### config.mk
export PLATFORM = sky130hd
export DESIGN_NAME = ces_divider
export DESIGN_NICKNAME = d
export VERILOG_FILES = /design/src/rtl/core/ces_pkg.sv /design/src/rtl/core/ces_divider.sv
export SDC_FILE = /design/constraint.sdc
export NUM_CORES = 1
export LEC_CHECK = 0
export BUFFER_PORTS_ARGS = -buffer_cell sky130_fd_sc_hd__clkbuf_2
export CORE_ASPECT_RATIO = 1.25
export CORE_MARGIN = 3
export CORE_UTILIZATION = 53
export DETAILED_ROUTE_END_ITERATION = 10
export GPL_TIMING_DRIVEN = 0
export PLACE_DENSITY_LB_ADDON = 0.08
export SETUP_SLACK_MARGIN = 0.1
export SYNTH_ARGS = -nofsm -noshare
export SYNTH_HDL_FRONTEND = slang
export SYNTH_SLANG_ARGS = --single-unit
### constraint.sdc
create_clock -name clk -period 4.1 [get_ports clk]
set_clock_uncertainty 0.15 [all_clocks]
set_input_delay 0.41 -clock clk [delete_from_list [all_inputs] [get_ports clk]]
set_output_delay 0.41 -clock clk [all_outputs]
set_load 0.01 [all_outputs]
### src/rtl/core/ces_pkg.sv
// shared types, constants and gaussian weight table of the edge smoother
`timescale 1ns / 1ps
package ces_pkg;

    localparam int FIELD_W      = 16;
    localparam int IN_TDATA_W   = 48;
    localparam int OUT_TDATA_W  = 80;
    localparam int CFG_W        = 12;
    localparam int QUO_W        = 17;
    localparam logic [3:0]  RADIUS_RESET = 4'd3;
    localparam logic [11:0] TOL_RESET    = 12'd160;

    typedef enum logic {
        REG_WINDOW_RADIUS = 1'b0,
        REG_OUTLIER_TOL   = 1'b1
    } reg_idx_t;

    typedef logic [15:0] wtab_t [0:255];

    // restoring division, used only while the table is elaborated
    function automatic logic [63:0] udiv64(input logic [63:0] a, input logic [63:0] b);
        logic [63:0] q;
        logic [63:0] rm;
        q  = '0;
        rm = '0;
        for (int i = 63; i >= 0; i--)
        begin
            rm = {rm[62:0], a[i]};
            if (rm >= b)
            begin
                rm   = rm - b;
                q[i] = 1'b1;
            end
        end
        return q;
    endfunction

    // q15 weight exp(-o^2/(2 s^2)), taylor in q30 then four squarings
    function automatic logic [15:0] gauss_q15(input int r, input int o);
        logic [63:0] num;
        logic [63:0] den;
        logic [63:0] y;
        logic [63:0] t2;
        logic [63:0] t3;
        logic [63:0] t4;
        logic [63:0] v;
        if (r <= 1)
        begin
            num = 64'(o * o);
            den = 64'd2;
        end
        else
        begin
            num = 64'(50 * o * o);
            den = 64'(49 * r * r);
        end
        y  = udiv64(num << 30, den << 4);
        t2 = ((y * y) >> 30) / 64'd2;
        t3 = ((t2 * y) >> 30) / 64'd3;
        t4 = ((t3 * y) >> 30) / 64'd4;
        v  = (64'd1 << 30) - y + t2 - t3 + t4;
        for (int s = 0; s < 4; s++)
            v = (v * v) >> 30;
        return 16'((v + 64'd16384) >> 15);
    endfunction

    // indexed by {radius, offset}
    function automatic wtab_t gauss_build();
        wtab_t t;
        for (int rr = 0; rr < 16; rr++)
            for (int oo = 0; oo < 16; oo++)
                t[rr * 16 + oo] = (oo <= rr) ? gauss_q15(rr, oo) : 16'd0;
        return t;
    endfunction

    localparam wtab_t GAUSS_TAB = gauss_build();

endpackage

### src/rtl/core/ces_divider.sv
// iterative divider for the weighted mean, rounds half away from zero
`timescale 1ns / 1ps
module ces_divider
    import ces_pkg::*;
#(
    parameter int SW = 37,
    parameter int TW = 20
)
(
    input  logic                       clk,
    input  logic                       rst_n,
    input  logic                       start,
    input  logic signed [SW-1:0]       num,
    input  logic [TW-1:0]              den,
    output logic                       done,
    output logic signed [FIELD_W-1:0]  quo
);

    localparam int CNTW = $clog2(QUO_W + 1);

    logic              run_reg;
    logic [CNTW-1:0]   cnt_reg;
    logic [TW-1:0]     rem_reg;
    logic [QUO_W-1:0]  low_reg;
    logic [QUO_W-1:0]  q_reg;
    logic [TW-1:0]     den_reg;
    logic              neg_reg;
    logic              done_reg;
    logic [SW-1:0]     mag;
    logic [TW:0]       trial;
    logic              qbit;
    logic signed [QUO_W-1:0] q_signed;

    always_comb
    begin
        mag   = (num[SW-1] ? SW'(-num) : SW'(num)) + SW'(den >> 1);
        trial = {rem_reg, low_reg[QUO_W-1]};
        qbit  = trial >= {1'b0, den_reg};
    end

    always_ff @(posedge clk or negedge rst_n)
    begin
        if (!rst_n)
        begin
            run_reg  <= 1'b0;
            cnt_reg  <= '0;
            done_reg <= 1'b0;
        end
        else
        begin
            done_reg <= 1'b0;
            if (start)
            begin
                run_reg <= 1'b1;
                cnt_reg <= CNTW'(QUO_W);
            end
            else if (run_reg)
            begin
                cnt_reg <= cnt_reg - 1'b1;
                if (cnt_reg == CNTW'(1))
                begin
                    run_reg  <= 1'b0;
                    done_reg <= 1'b1;
                end
            end
        end
    end

    // quotient fits QUO_W bits, so the upper part starts below the divisor
    always_ff @(posedge clk)
    begin
        if (start)
        begin
            rem_reg <= mag[SW-1:QUO_W];
            low_reg <= mag[QUO_W-1:0];
            q_reg   <= '0;
            den_reg <= den;
            neg_reg <= num[SW-1];
        end
        else if (run_reg)
        begin
            rem_reg <= qbit ? TW'(trial - {1'b0, den_reg}) : trial[TW-1:0];
            low_reg <= {low_reg[QUO_W-2:0], 1'b0};
            q_reg   <= {q_reg[QUO_W-2:0], qbit};
        end
    end

    assign q_signed = neg_reg ? -$signed(q_reg) : $signed(q_reg);
    assign quo      = q_signed[FIELD_W-1:0];
    assign done     = done_reg;

endmodule

; Word-level counts from Yosys, hierarchy flattened
; Cells that the tools add are included.
[totals]
ff_bits = 81
wordCells = 31
out_inout_bits = 17
[op_classes]
n_eq_ne = 1
n_mux = 15
addsub = 5
n_reduce_logical = 1
order_cmp = 1
[op_table]
columns = operator, n
row1 = 20-bit two-way mux, 3
row2 = 37-bit by 19-bit adder with 37-bit output, 1
row3 = 37-bit two-way mux, 1
row4 = 37-bit negation, 1
row5 = 17-bit two-way mux, 2
row6 = 21-bit by 20-bit >= comparator with 1-bit output, 1
row7 = 20-bit subtractor, 1
row8 = 16-bit two-way mux, 1
row9 = 16-bit negation, 1
row10 = 5-bit two-way mux, 2
row11 = 1-bit two-way mux, 6
row12 = 5-bit by 1-bit equality test with 1-bit output (second input constant), 1
row13 = 5-bit by 1-bit subtractor with 5-bit output (second input constant), 1
row14 = 2-bit nonzero test, 1

; Depth between registers and ports, before layout
[depth]
depth_word = 4
ltp_mapped = 16
mapped_depth_nobuf = 15

; Least setup slack after synthesis
; Ideal clock, no wire load.
[synth_timing]
path_kind = input to register
from = input num[36]
to = register rem_reg[14], data pin
stages = 16
setup_slack_ps = -644
setup_time_ps = 274
arrival_ps = 4320
cell_sequence = clkbuf_1 clkbuf_1 clkbuf_1 clkbuf_1 clkbuf_1 nand2_1 o21ai_0 ha_1 a211oi_1 nor4_1 o31ai_1 a311oi_1 a211oi_1 nor3_1 a211oi_1 a211oi_2
[synth_via]
elab_chain_cells = 3
[synth_rtl]
columns = item, line
row1 = start: declaration, ces_divider.sv:13  ; input logic signed [SW-1:0] num,
row2 = 37-bit two-way mux, ces_divider.sv:36  ; mag = (num[SW-1] ? SW'(-num) : SW'(num)) + SW'(den >> 1);
row3 = 37-bit by 19-bit adder with 37-bit output, ces_divider.sv:36
row4 = 20-bit two-way mux, ces_divider.sv:72  ; if (start)
row5 = end signal: assignment, ces_divider.sv:74  ; rem_reg <= mag[SW-1:QUO_W];
row6 = end signal: assignment, ces_divider.sv:82  ; rem_reg <= qbit ? TW'(trial - {1'b0, den_reg}) : trial[TW-1:0];
row7 = end: declaration, ces_divider.sv:23  ; logic [TW-1:0] rem_reg;
; No other way between the ends.
; A chain may end at the register's enable or synchronous reset.

; Worst setup path after layout
[layout_timing]
from = input num[5]
to = register rem_reg[9], data pin
[layout_via]
elab_chain_cells = 4
[layout_rtl]
columns = item, line
row1 = 37-bit negation, ces_divider.sv:36
row2 = 37-bit two-way mux (*), ces_divider.sv:36
row3 = 37-bit by 19-bit adder with 37-bit output (*), ces_divider.sv:36
row4 = 20-bit two-way mux (*), ces_divider.sv:72
; Every way passes the cells marked *; elsewhere a longest branch is shown, timed or not.

==> impl_metrics.ini <==
[job]
cap_violations = 0

[layout]
n_antenna_cell = 0
final_layout_size_suffix_gt1_share_pct = 22.1
area_growth_pct = 21.9
final_cell_mix = 68 x clkbuf_2, 58 x edfxtp_1, 55 x xnor2_1, 55 x nand2_1, 51 x nor2_1
nets = 976
stdcell_area_sq_mm = 0.00847
final_common_cell = clkbuf_2
final_util_pct = 66.3

[setup_path]
cp_top_family = simple AND/OR/NAND/NOR gates
critPathBufInv = 2
path_depth = 16
max_stage_delay_ns = 0.54
worstPathCellList = buf_8, or4_4, or4_4, buf_8, or3_4, o21ai_4, xnor2_2, ha_4, a21o_1, a21o_1, a21o_1, a221o_1, nor2_4, nor3_2, xor2_1, mux2i_1
crit_required_ns = 4.01
crit_slowest_cell = or4_4
r2r_cells = 11
path_class = in -> reg
cp_max_fo = 7
critPathLaunchType = primary input
arrival_ns = 4.23
end_kind = flip-flop
critPathMostFrequentCell = a21o_1

[synthesis]
ys_seq_area_share_pct = 32.2
syn-instance-count = 769
yosys_warnings = 0
syn_area_sq_mm = 0.00695
yosys.area.top_type_share_pct = 25.1
synth.avg_cell_area_sq_um = 9.03
yosysTopAreaCell = edfxtp_1
synth_area_leaders = edfxtp_1 25%, ha_1 7.9%, xnor2_1 7.4%
ys_ff_latch = 81
synth_cell_types = 70
synth_ff_type = edfxtp_1
synth_edf_count = 58
async_flop_share_pct = 8.64
syn_nets = 875

[grt]
track_usage_pct = 26.8
grt_max_degree = 38
grt_pass1_wl_um = 30900
grt_overflow = 0
antenna_found_initial = 0
grt_pass1_vias = 6241

[timing]
rsz0062_at_grt = yes
setup_violations = 16
slew_headroom_pct = 29.9
min_period_ns = 4.31
fin_ws_ns = -0.213
max_slew.worst_pin.slew_ns = 1.04
drv_slew = 0
max_freq_mhz = 232
fin_crit_sh_pct = 105
finalHoldViolations = 0
holdWs_ns = 0.0889

[route]
routedWlPerCell_um = 18.7
dr.pass1.iters = 5
drtIter0Drc = 544
antenna_left = 0
drc = 0
wirelength_um = 19500
dr_total_vias = 6336
via_per_inst = 6.07

[floorplan]
design.die.area_sq_mm = 0.0145
die_y_um = 134
die_w_um = 108
core_area_sq_mm = 0.0128
num_rows = 46
start_util_pct = 54.4
ios = 77

[outcome]
outcome = finished with violations
violations = negative setup slack

[cts]
cts-root-buf = clkbuf_16
htreeDepth = 3
cts_buffers = 9
cts_sinks = 81
cts_tree = yes
clk_pin_slew_ns = 0.07
insertion_delay_ns = 0.34
clock_path_buffers = 2

[hold_path]
hold_depth = 1
hp-class = in -> reg

[placement]
dp_hpwl_um = 15000
gp_congestion = 0.913
placed_area_sq_mm = 0.00759
portBuffers = 71

[pwr]
fin_total_pwr_mw = 4.55
power_density_mw_per_mm2 = 538
power_leakage_nw = 3.52
peakVddDrop_mv = 0.261
-- synthesized netlist by cell type (6+ instances only) --
cell type	count
ha_1	44
nand4_1	11
mux2i_1	44
nor2b_1	8
nor4_1	14
a21o_1	8
nor3_1	27
o21ai_0	44
inv_1	36
nand2b_1	7
xnor2_1	59
a211o_1	6
o21bai_1	6
o21a_1	6
o41ai_1	10
mux2_2	9
a211oi_1	14
a21oi_1	38
or3_1	12
dfxtp_1	16
o31ai_1	19
or2_2	6
nand3_1	15
clkbuf_1	24
edfxtp_1	58
nand2_1	56
nor2_1	53
xor2_1	24
dfrtp_1	7
-- layer usage --
metal	vias up	part of all wire (%)	global-route usage, %
li1	3085	-	-
met1	3036	43	34.9
met2	175	50	46.0
met3	40	4.5	3.37
met4	0	2.9	8.56
met5	-	0	0
-- report_power, final --
part | switching (mW) | internal, mW | leakage, nW
combinational | 1.36 | 1.05 | 2.55
sequential | 0.126 | 1.17 | 0.810
clock | 0.353 | 0.497 | 0.160
-- path summary, 6_finish.rpt --
kind / endpoint / slack (ns) / start
setup / recovery: rem_reg[9]$_DFFE_PP_ / -0.21 / num[5]
hold / removal: den_reg[0]$_DFFE_PP_ / 0.09 / den[0]
setup reg to reg: rem_reg[9]$_DFFE_PP_ / 0.11 / den_reg[10]$_DFFE_PP_
hold reg to reg: low_reg[15]$_DFFE_PP_ / 0.38 / low_reg[14]$_DFFE_PP_
max in group asynchronous: done$_DFF_PN0_ / 3.36 / rst_n
min in group asynchronous: cnt_reg[2]$_DFFE_PN0P_ / 0.28 / rst_n
-- per-stage QoR --
step	std cells	setup TNS (ns)	setup WS, ns
after global routing	1043	-3.22	-0.293
after global placement	1008	-24.22	-1.12
after detailed placement	1008	-24.30	-1.07
final	1043	-1.92	-0.213
after floorplan	769	-2.40	-0.208
after CTS	1032	-3.11	-0.271
-- what timing repair did --
| action | 4_1_cts | 5_1_grt |
|---|---|---|
| endpoints found under the setup margin | 31 | 24 |
| gates resized for setup | 40 | 41 |
| buffers inserted | 8 | 13 |
| cloned | 0 | 0 |
| hold endpoints to repair | 7 | 0 |
| pin swaps | 23 | 28 |
| hold buffers | 1 | 0 |
-- kinds of logic (layout without fill, tap and decap cells) --
group / Yosys count / in the layout / synth area share (%)
simple gates: 244 / 244 / 18.1
compound gates: 193 / 193 / 19.0
xor+xnor: 83 / 83 / 10.5
flops: 81 / 81 / 32.2
buf+inv: 69 / 175 / 3.93
mux: 53 / 53 / 7.80
fa+ha+maj: 46 / 46 / 8.50
-- area by class of cell --
class | instances | area [sq um]
Multi-Input combinational cell | 619 | 4850
Fill cell | 1048 | 4310
Sequential cell | 81 | 2240
Timing Repair Buffer | 93 | 571
Clock buffer | 11 | 275
Tap cell | 168 | 210
Buffer | 29 | 139
Inverter | 37 | 139
Clock inverter | 5 | 46.3
Note: power is estimated with default switching activity, not from simulation.
