## src/rtl/core/ces_pkg.sv

```systemverilog
// shared types, constants and gaussian weight table of the edge smoother
`timescale 1ns / 1ps
package ces_pkg;

    localparam int FIELD_W      = 16;
    localparam int IN_TDATA_W   = 48;
    localparam int OUT_TDATA_W  = 80;
    localparam int CFG_W        = 12;
    localparam int QUO_W        = 17;
    localparam logic [3:0]  RADIUS_RESET = 4'd3;
    localparam logic [11:0] TOL_RESET    = 12'd160;

    typedef enum logic {
        REG_WINDOW_RADIUS = 1'b0,
        REG_OUTLIER_TOL   = 1'b1
    } reg_idx_t;

    typedef logic [15:0] wtab_t [0:255];

    // restoring division, used only while the table is elaborated
    function automatic logic [63:0] udiv64(input logic [63:0] a, input logic [63:0] b);
        logic [63:0] q;
        logic [63:0] rm;
        q  = '0;
        rm = '0;
        for (int i = 63; i >= 0; i--)
        begin
            rm = {rm[62:0], a[i]};
            if (rm >= b)
            begin
                rm   = rm - b;
                q[i] = 1'b1;
            end
        end
        return q;
    endfunction

    // q15 weight exp(-o^2/(2 s^2)), taylor in q30 then four squarings
    function automatic logic [15:0] gauss_q15(input int r, input int o);
        logic [63:0] num;
        logic [63:0] den;
        logic [63:0] y;
        logic [63:0] t2;
        logic [63:0] t3;
        logic [63:0] t4;
        logic [63:0] v;
        if (r <= 1)
        begin
            num = 64'(o * o);
            den = 64'd2;
        end
        else
        begin
            num = 64'(50 * o * o);
            den = 64'(49 * r * r);
        end
        y  = udiv64(num << 30, den << 4);
        t2 = ((y * y) >> 30) / 64'd2;
        t3 = ((t2 * y) >> 30) / 64'd3;
        t4 = ((t3 * y) >> 30) / 64'd4;
        v  = (64'd1 << 30) - y + t2 - t3 + t4;
        for (int s = 0; s < 4; s++)
            v = (v * v) >> 30;
        return 16'((v + 64'd16384) >> 15);
    endfunction

    // indexed by {radius, offset}
    function automatic wtab_t gauss_build();
        wtab_t t;
        for (int rr = 0; rr < 16; rr++)
            for (int oo = 0; oo < 16; oo++)
                t[rr * 16 + oo] = (oo <= rr) ? gauss_q15(rr, oo) : 16'd0;
        return t;
    endfunction

    localparam wtab_t GAUSS_TAB = gauss_build();

endpackage

```

## src/rtl/core/ces_sorter.sv

```systemverilog
// row of insertion cells that keeps the window sorted, one sample a cycle while insert is high
`timescale 1ns / 1ps
module ces_sorter
    import ces_pkg::*;
#(
    parameter int NCELL = 17
)
(
    input  logic                              clk,
    input  logic                              rst_n,
    input  logic                              clear,
    input  logic                              insert,
    input  logic signed [FIELD_W-1:0]         din,
    input  logic [$clog2(NCELL)-1:0]          sel,
    output logic signed [FIELD_W-1:0]         median
);

    localparam int CW = $clog2(NCELL + 1);

    logic signed [FIELD_W-1:0] cells_reg [NCELL];
    logic signed [FIELD_W-1:0] cells_next [NCELL];
    logic [CW-1:0]             cnt_reg;
    logic [NCELL-1:0]          ge;

    always_comb
    begin
        for (int a = 0; a < NCELL; a++)
            ge[a] = (CW'(a) >= cnt_reg) || (cells_reg[a] > din);
        cells_next[0] = ge[0] ? din : cells_reg[0];
        for (int a = 1; a < NCELL; a++)
        begin
            if (!ge[a])
                cells_next[a] = cells_reg[a];
            else if (!ge[a-1])
                cells_next[a] = din;
            else
                cells_next[a] = cells_reg[a-1];
        end
    end

    always_ff @(posedge clk)
    begin
        if (insert)
            cells_reg <= cells_next;
    end

    always_ff @(posedge clk or negedge rst_n)
    begin
        if (!rst_n)
            cnt_reg <= '0;
        else if (clear)
            cnt_reg <= '0;
        else if (insert)
            cnt_reg <= cnt_reg + 1'b1;
    end

    assign median = cells_reg[sel];

endmodule

```

## config.mk

```make
export PLATFORM = sky130hd
export DESIGN_NAME = ces_sorter
export DESIGN_NICKNAME = d
export VERILOG_FILES = /design/src/rtl/core/ces_pkg.sv /design/src/rtl/core/ces_sorter.sv
export SDC_FILE = /design/constraint.sdc
export NUM_CORES = 1
export LEC_CHECK = 0
export BUFFER_PORTS_ARGS = -buffer_cell sky130_fd_sc_hd__buf_2
export CAP_MARGIN = 40
export CORE_UTILIZATION = 51
export DETAILED_ROUTE_END_ITERATION = 8
export PLACE_DENSITY_LB_ADDON = 0.12
export REMOVE_ABC_BUFFERS = 1
export SKIP_LAST_GASP = 1
export SLEW_MARGIN = 20
export SYNTH_ARGS = -nofsm -noshare
export SYNTH_HDL_FRONTEND = slang
export SYNTH_SLANG_ARGS = --single-unit
```

## constraint.sdc

```tcl
create_clock -name clk -period 4.8 [get_ports clk]
set_input_delay 0 -clock clk [delete_from_list [all_inputs] [get_ports clk]]
set_output_delay 0 -clock clk [all_outputs]
set_load 0.02 [all_outputs]
```

Yosys cells after proc, flatten, opt, wreduce, memory -nomap -nowiden. Cells that the tools add are included.

Bits of input ports: 25. Bits in registers: 277.

$lt $le $gt $ge: 35. Muxes and demuxes: 21. Bitwise operators: 1. Add/subtract/negate cells: 1. Reduce and logical (&&, ||, !) cells: 35.

Operators by type and width (number): 16-bit 2-to-1 mux (18); 16-bit > comparator (17); 16-bit binary-select mux with 5-bit select (1); 4-bit by 5-bit >= comparator with 1-bit output (first input constant) (8); 2-bit AND reduction (17); 3-bit by 5-bit >= comparator with 1-bit output (first input constant) (4); 1-bit logical OR (17); 1-bit by 5-bit >= comparator with 1-bit output (first input constant) (2); 2-bit by 5-bit >= comparator with 1-bit output (first input constant) (2); 5-bit 2-to-1 mux (2); 6-bit >= comparator (second input constant) (1); 5-bit inverter with 6-bit output (1); 5-bit by 1-bit adder with 5-bit output (second input constant) (1); 5-bit >= comparator (first input constant) (1); 2-bit nonzero test (1).

Depth between registers and ports, before layout. Gate-level depths: netlist of the first run.

Depth after elaboration: 4. Mapped depth: 12.

Worst setup path after synthesis of the first run. No wires, ideal clock.

Kind: input port to flip-flop. Start point: in din[14]. End point: reg cells_reg[224] (netlist bit), enable pin. Buffers on the path: 3. Data arrival time: 3.020 ns. Slack: 1.392 ns. Cell stages on the path: 11. Cells stage by stage: buf_2 > inv_1 > ha_1 > nand4_1 > or4_1 > a21o_1 > and3_1 > o32a_1 > buf_6 > buf_12 > nor2_1.

Longest elaborated chain between the ends: 3.

Ends and longest elaborated chain: start, declared (RTL line ces_sorter.sv:13) `input logic signed [FIELD_W-1:0] din,`; 16-bit > comparator (RTL line ces_sorter.sv:28) `ge[a] = (CW'(a) >= cnt_reg) || (cells_reg[a] > din);`; 1-bit logical OR (RTL line ces_sorter.sv:28); 2-bit AND reduction (no source line); end signal, assigned (RTL line ces_sorter.sv:44) `cells_reg <= cells_next;`; end, declared (RTL line ces_sorter.sv:20) `logic signed [FIELD_W-1:0] cells_reg [NCELL];`.

Every way passes these cells. A chain may end at the register's enable or synchronous reset.

Final worst setup path of the first run.
Start point: in din[14]. End point: reg cells_reg[239] (netlist bit), enable pin.

The elaborated chain is that of the path after synthesis.

==> flow_metrics.env, run 1 <==
export IMPL_status="finished, final reports clean"
export IMPL_rsz0062_at_grt="no"
export IMPL_ant_nets=0
export IMPL_dp_slack_ps=1040
export IMPL_rows=76
export IMPL_wirelength_um=75600
export IMPL_cts_tree="done"
export IMPL_drive_gt1_frac=0.231
export IMPL_yosysUniqueCellTypes=68
export IMPL_hpwlAfterDp_um=54100
export IMPL_crit_path_start_kind="input port"
export IMPL_clkSinkCount=277
export IMPL_avgSynthCellArea_um2=11.1
export IMPL_cts_buffers=36
export IMPL_ioPinCount=41
export IMPL_relSlewSlack=0.428
export IMPL_synthesis_area_mm2=0.0222
export IMPL_async_reset_ff_frac=0.0181
export IMPL_worstSkewPairLatency_ps=560
export IMPL_die_w_um=211
export IMPL_yosysMostFrequentCell="ha_1"
export IMPL_cp_data_arrival_time_ps=3820
export IMPL_multi_input_area_mm2=0.0131
export IMPL_grt_usage=0.346
export IMPL_antenna_found_initial=7
export IMPL_wl_per_cell_um=28.6
export IMPL_final_cells=2646
export IMPL_drcViolationCount=0
export IMPL_crit_chain="dlygate4sd3_1, buf_2, inv_1, buf_4, ha_1, nand4_1, or4_1, a21o_1, and3_1, o32a_1, buf_6, nor2_1, buf_4"
export IMPL_synthCells=1990
export IMPL_n_fill_cell=3626
export IMPL_synth_seq_area_share=0.374
export IMPL_wl_met3_um=7360
export IMPL_dr_pass1_iters=5
export IMPL_grt_overflow=0
export IMPL_die_area_mm2=0.0443
export IMPL_die_h_um=211
export IMPL_timing_hold_ws_ps=28.6
export IMPL_fin_setup_tns_ps=0
export IMPL_slew_violations=0
export IMPL_ir_drop_uv=291
export IMPL_cpMostUsedCell="buf_4"
export IMPL_via_per_inst=6.78
export IMPL_gp_congestion=0.963
export IMPL_cts_root_buf="clkbuf_16"
export IMPL_start_util=0.516
export IMPL_nNetsFinal=2332
export IMPL_ys_ff_latch=277
export IMPL_yosys_area_top_type="edfxtp_1"
export IMPL_critPathMaxFanout=20
export IMPL_ys_flop_type="edfxtp_1"
export IMPL_ctsLongestPathBuffers=3
export IMPL_final_hold_viol_count=0
export IMPL_io_buffers=40
export IMPL_ys_warn_count=0
export IMPL_core_mm2=0.0430
export IMPL_area_growth_pct=10.7
export IMPL_htreeDepth=2
export IMPL_fmax_mhz=279
export IMPL_grt_max_degree=67
export IMPL_power_per_cell_area_mw_per_mm2=309
export IMPL_crit_type="input port to flip-flop"
export IMPL_worst_path_buf_inv=6
export IMPL_clock_skew_ps=15.2
export IMPL_seq_area_mm2=0.00829
export IMPL_fin_crit_sh=0.747
export IMPL_end_kind="flip-flop"
export IMPL_synth_edf_count=272
export IMPL_slowest_delay_ps=580
export IMPL_setup_viol=0
export IMPL_grt_pass1_wl_um=113000
export IMPL_cpMaxStageDelayCell="or4_1"
export IMPL_worst_pin_slew_ps=857
export IMPL_drt_met1_wl_um=31200
export IMPL_cp_data_required_time_ps=5040
export IMPL_power_total_w=0.00758
export IMPL_synth_area_leaders="edfxtp_1 (37%), ha_1 (16%), mux2_2 (9.3%), mux4_2 (8.1%), a21oi_1 (2.6%)"
export IMPL_vias=17900
export IMPL_drtIter0Drc=1984
export IMPL_wl_met2_um=32800
export IMPL_setup_ws_ps=1210
export IMPL_period_minus_slack_ps=3590
export IMPL_power_leakage_nw=9.31
export IMPL_cts_clk_slew_worst_paths_ps=60
export IMPL_synth_top_area_share=0.368
export IMPL_placedCellCount=2566
export IMPL_dr_max_layer_used="met5"
export IMPL_critPathTopFamily="buffers and inverters"
export IMPL_largest_reg_flops=272
export IMPL_hold_class="input port to flip-flop"
export IMPL_grt_pass1_vias=17500
export IMPL_postCtsSetupRepairBufs=0
export IMPL_cap_violations=0
export IMPL_synth_commonest_cells="ha_1 (275), edfxtp_1 (272), mux2_2 (183), nand2_1 (138), a21oi_1 (114)"
-- area by class of cell --
cell class                      count  share of cell area
Clock buffer                       48              0.0414
Clock inverter                     15             0.00576
Timing Repair Buffer              140              0.0420
Sequential cell                   277               0.338
Tap cell                          585              0.0298
Antenna cell                        4            0.000408
Multi-Input combinational cell   1511               0.533
Inverter                           66              0.0101
-- final timing paths --
path                             endpoint  slack (ps)           start  depth (start not counted)
min in group asynchronous      cnt_reg[0]         400           rst_n                          3
max in group asynchronous      cnt_reg[4]        4170           rst_n                          3
max                        cells_reg[239]        1210         din[14]                         13
min                        cells_reg[262]          30          din[6]                          2
max reg2reg                cells_reg[239]        1530  cells_reg[239]                          9
min reg2reg                 cells_reg[48]         620   cells_reg[64]                          1
-- repair_timing --
action,in CTS,in global routing
hold buffers,9,1
resized for setup,0,0
endpoints found under the hold margin,15,1
endpoints found under the setup margin,0,0
-- routing by layer --
layer  global-route usage  vias up
li1                     -     7881
met1                0.466     8898
met2                0.521      935
met3               0.0776      213
met4                0.186        2
met5                    0        -
-- stage by stage --
| step | utilization | cell area (um^2) |
|---|---|---|
| after floorplan | - | 21600 |
| after global placement | 0.540 | 23200 |
| after detailed placement | 0.541 | 23200 |
| after CTS | 0.570 | 24500 |
| after global routing | 0.571 | 24500 |
| final | 0.571 | 24500 |
-- placed cells by master (no fill, tap or decap), types with 9 or more instances in the layout --
cell type,instances
and3_1,18
nand4_1,72
edfxtp_1,272
o21a_1,26
nor2_1,80
mux2_2,183
ha_1,274
nand3_1,54
a22oi_1,16
a21o_1,36
inv_1,66
nor3_1,45
o21bai_1,18
nand2b_1,20
nand2_1,138
a21oi_1,113
buf_2,39
dlygate4sd3_1,10
mux4_2,80
o2111ai_1,15
mux2_4,9
clkbuf_16,37
o211ai_1,65
nor2b_1,52
o21ai_0,64
buf_4,84
a211oi_1,12
nand3b_1,17
-- power by group --
| part | total (W) | internal [W] | switching (W) | leakage (nW) |
|---|---|---|---|---|
| clock network | 0.00274 | 0.00164 | 0.00110 | 0.572 |
| registers | 0.00316 | 0.00291 | 0.000243 | 2.68 |
| logic | 0.00169 | 0.000716 | 0.000972 | 6.06 |
| total | 0.00758 | 0.00527 | 0.00231 | 9.31 |
-- kinds of logic after synthesis --
| kind of cell | count (synthesis) | share of synthesized area |
|---|---|---|
| compound gates | 420 | 0.126 |
| xor+xnor | 6 | 0.00237 |
| fa+ha+maj | 275 | 0.155 |
| simple gates | 535 | 0.123 |
| buf+inv | 202 | 0.0376 |
| mux | 275 | 0.182 |
| flops | 277 | 0.374 |
-- worst register-to-register path, stage by stage (launching register included) --
cell	delay [ps]
edfxtp_1	480
ha_1	380
nand4_1	140
or4_1	550
a21o_1	190
and3_1	140
o32a_1	480
buf_6	250
nor2_1	90
buf_4	270
Note: power is estimated with default switching activity, not from simulation.
==> inputs of run 2 (changes only) <==
clock period = 3.08 ns   (was 4.8 ns; I/O delays follow)
==> run 2 against run 1 <==
  * Setup slack got worse by 1200 ps
  * Largest cell class unchanged
  * Critical path type unchanged
  * Register-to-register slack worse by 1400 ps
  * Highest routed layer is now met4
  * Combinational power grew 60%
  * Count of clock-buffer cells in the layout shrank 2
  * Sequential share of layout area fell by 0.70 points
==> flow_metrics.env, run 2 (synthesis gave the netlist of run 1 again) <==
export IMPL_status="finished, final reports clean"
export IMPL_via_per_inst=6.76
export IMPL_placedCellCount=2606
export IMPL_drive_gt1_frac=0.243
export IMPL_p_seq_frac=0.415
export IMPL_fin_crit_sh=0.980
export IMPL_cts_tree="done"
export IMPL_gp_congestion=0.980
export IMPL_antenna_found_initial=3
export IMPL_grt_overflow=0
export IMPL_cp_data_required_time_ps=3380
export IMPL_cts_clk_slew_worst_paths_ps=60
export IMPL_dr_pass1_iters=6
export IMPL_wirelength_um=76200
export IMPL_grt_pass1_wl_um=113000
export IMPL_slew_violations=0
export IMPL_hold_class="input port to flip-flop"
export IMPL_final_util=0.583
export IMPL_p_switching_w=0.00371
export IMPL_htreeDepth=2
export IMPL_wl_per_cell_um=28.3
export IMPL_core_mm2=0.0430
export IMPL_switching_share=0.313
export IMPL_area_growth_pct=13.0
export IMPL_worstSkewPairLatency_ps=580
export IMPL_layout_commonest_cell="ha_1"
export IMPL_cp_data_arrival_time_ps=3320
export IMPL_mostFrequentLayoutCells="ha_1 (274), edfxtp_1 (272), mux2_2 (183)"
export IMPL_clock_skew_ps=34.8
export IMPL_ioPinCount=41
export IMPL_largest_reg_flops=272
export IMPL_vias=18200
export IMPL_ant_nets=0
export IMPL_fmax_mhz=331
export IMPL_drcViolationCount=0
export IMPL_hpwlAfterDp_um=55900
export IMPL_start_util=0.516
export IMPL_nNetsFinal=2378
export IMPL_critPathMaxFanout=18
export IMPL_ctsLongestPathBuffers=3
export IMPL_crit_path_start_kind="input port"
export IMPL_final_cells=2689
export IMPL_end_kind="flip-flop"
export IMPL_grt_usage=0.348
export IMPL_power_leakage_nw=9.57
export IMPL_die_w_um=211
export IMPL_rsz0062_at_grt="no"
export IMPL_ir_drop_uv=343
export IMPL_relSlewSlack=0.370
export IMPL_grt_pass1_vias=17500
export IMPL_drtIter0Drc=2211
export IMPL_worst_pin_slew_ps=944
export IMPL_power_per_cell_area_mw_per_mm2=473
export IMPL_postCtsSetupRepairBufs=0
export IMPL_rows=76
export IMPL_crit_type="input port to flip-flop"
export IMPL_final_hold_viol_count=0
export IMPL_die_area_mm2=0.0443
export IMPL_cts_buffers=36
export IMPL_clkSinkCount=277
export IMPL_grt_max_degree=66
export IMPL_setup_viol=0
export IMPL_cap_violations=0
export IMPL_cts_root_buf="clkbuf_16"
export IMPL_p_int_w=0.00814
export IMPL_io_buffers=40
export IMPL_period_minus_slack_ps=3020
export IMPL_p_comb_frac=0.229
export IMPL_die_h_um=211
export IMPL_clkPwrFrac=0.356
run 2: changes by cell type in the layout (fill, tap and decap cells not counted), moves of 2 or more:
cell           previous run  this run
buf_6                     3         0
buf_12                    2        18
clkbuf_1                  6        10
dlygate4sd3_1            10        18
buf_4                    84       110
diode_2                   4         2
clkinv_2                  5         3
clkbuf_8                  5         0
run 2: worst paths after layout:
check	cells after the start	to	slack, ps	startpoint
max	10	cells_reg[95]	60	din[7]
min reg2reg	1	cells_reg[208]	620	cells_reg[224]
min	2	cells_reg[262]	30	din[6]
max reg2reg	8	cells_reg[220]	100	cells_reg[238]
min in group asynchronous	3	cnt_reg[3]	350	rst_n
max in group asynchronous	3	cnt_reg[1]	2480	rst_n
run 2: routing by layer:
layer,GRT usage,up-vias,part of all wire
met5,0,-,0
met4,0.169,0,0.049
met3,0.0712,195,0.10
met2,0.526,980,0.44
met1,0.476,9025,0.41
li1,-,7966,-
run 2: power groups by stage:
stage          sequential, W  clock, W  combinational (W)
3_5_place_dp         0.00497         0            0.00264
5_1_grt              0.00493   0.00433            0.00295
6_report             0.00491   0.00422            0.00271
4_1_cts              0.00489   0.00424            0.00267
3_3_place_gp         0.00496         0            0.00253
2_1_floorplan        0.00477         0            0.00166
run 2: worst max-delay path, stage by stage:
cell and delay, ps:
dlygate4sd3_1 530, buf_2 140, inv_1 400, buf_4 310
ha_1 210, nand4_1 130, or4_1 900, and3_1 340
o21a_1 190, nand3b_1 160
run 2: metrics by stage:
stage	cell area [um^2]	hold slack, ps	setup WS, ps	power, W	TNS (ps)
floorplan	21600	-296	-1740	0.00644	-108050
global placement	23700	-176	94.1	0.00750	0
detailed placement	23700	-167	41.9	0.00760	0
CTS	25000	5.50	37.2	0.0118	0
global route	25100	37.3	21.4	0.0122	0
finish	25100	33.0	63.1	0.0118	0
run 2: what timing repair did:
item / CTS / global route
resized for setup: 0 / 3
endpoints found under the setup margin: 0 / 26
hold buffers: 18 / 0
endpoints found under the hold margin: 23 / 0
run 2: area by class of cell:
| type | instances | area [um^2] |
|---|---|---|
| fill | 3544 | 17900 |
| multi-input combinational | 1511 | 13100 |
| sequential | 277 | 8290 |
| timing repair buffer | 186 | 1580 |
| clock buffer | 46 | 938 |
| tap | 585 | 732 |
| inverter | 66 | 248 |
| clock inverter | 16 | 180 |
| antenna | 2 | 5.00 |
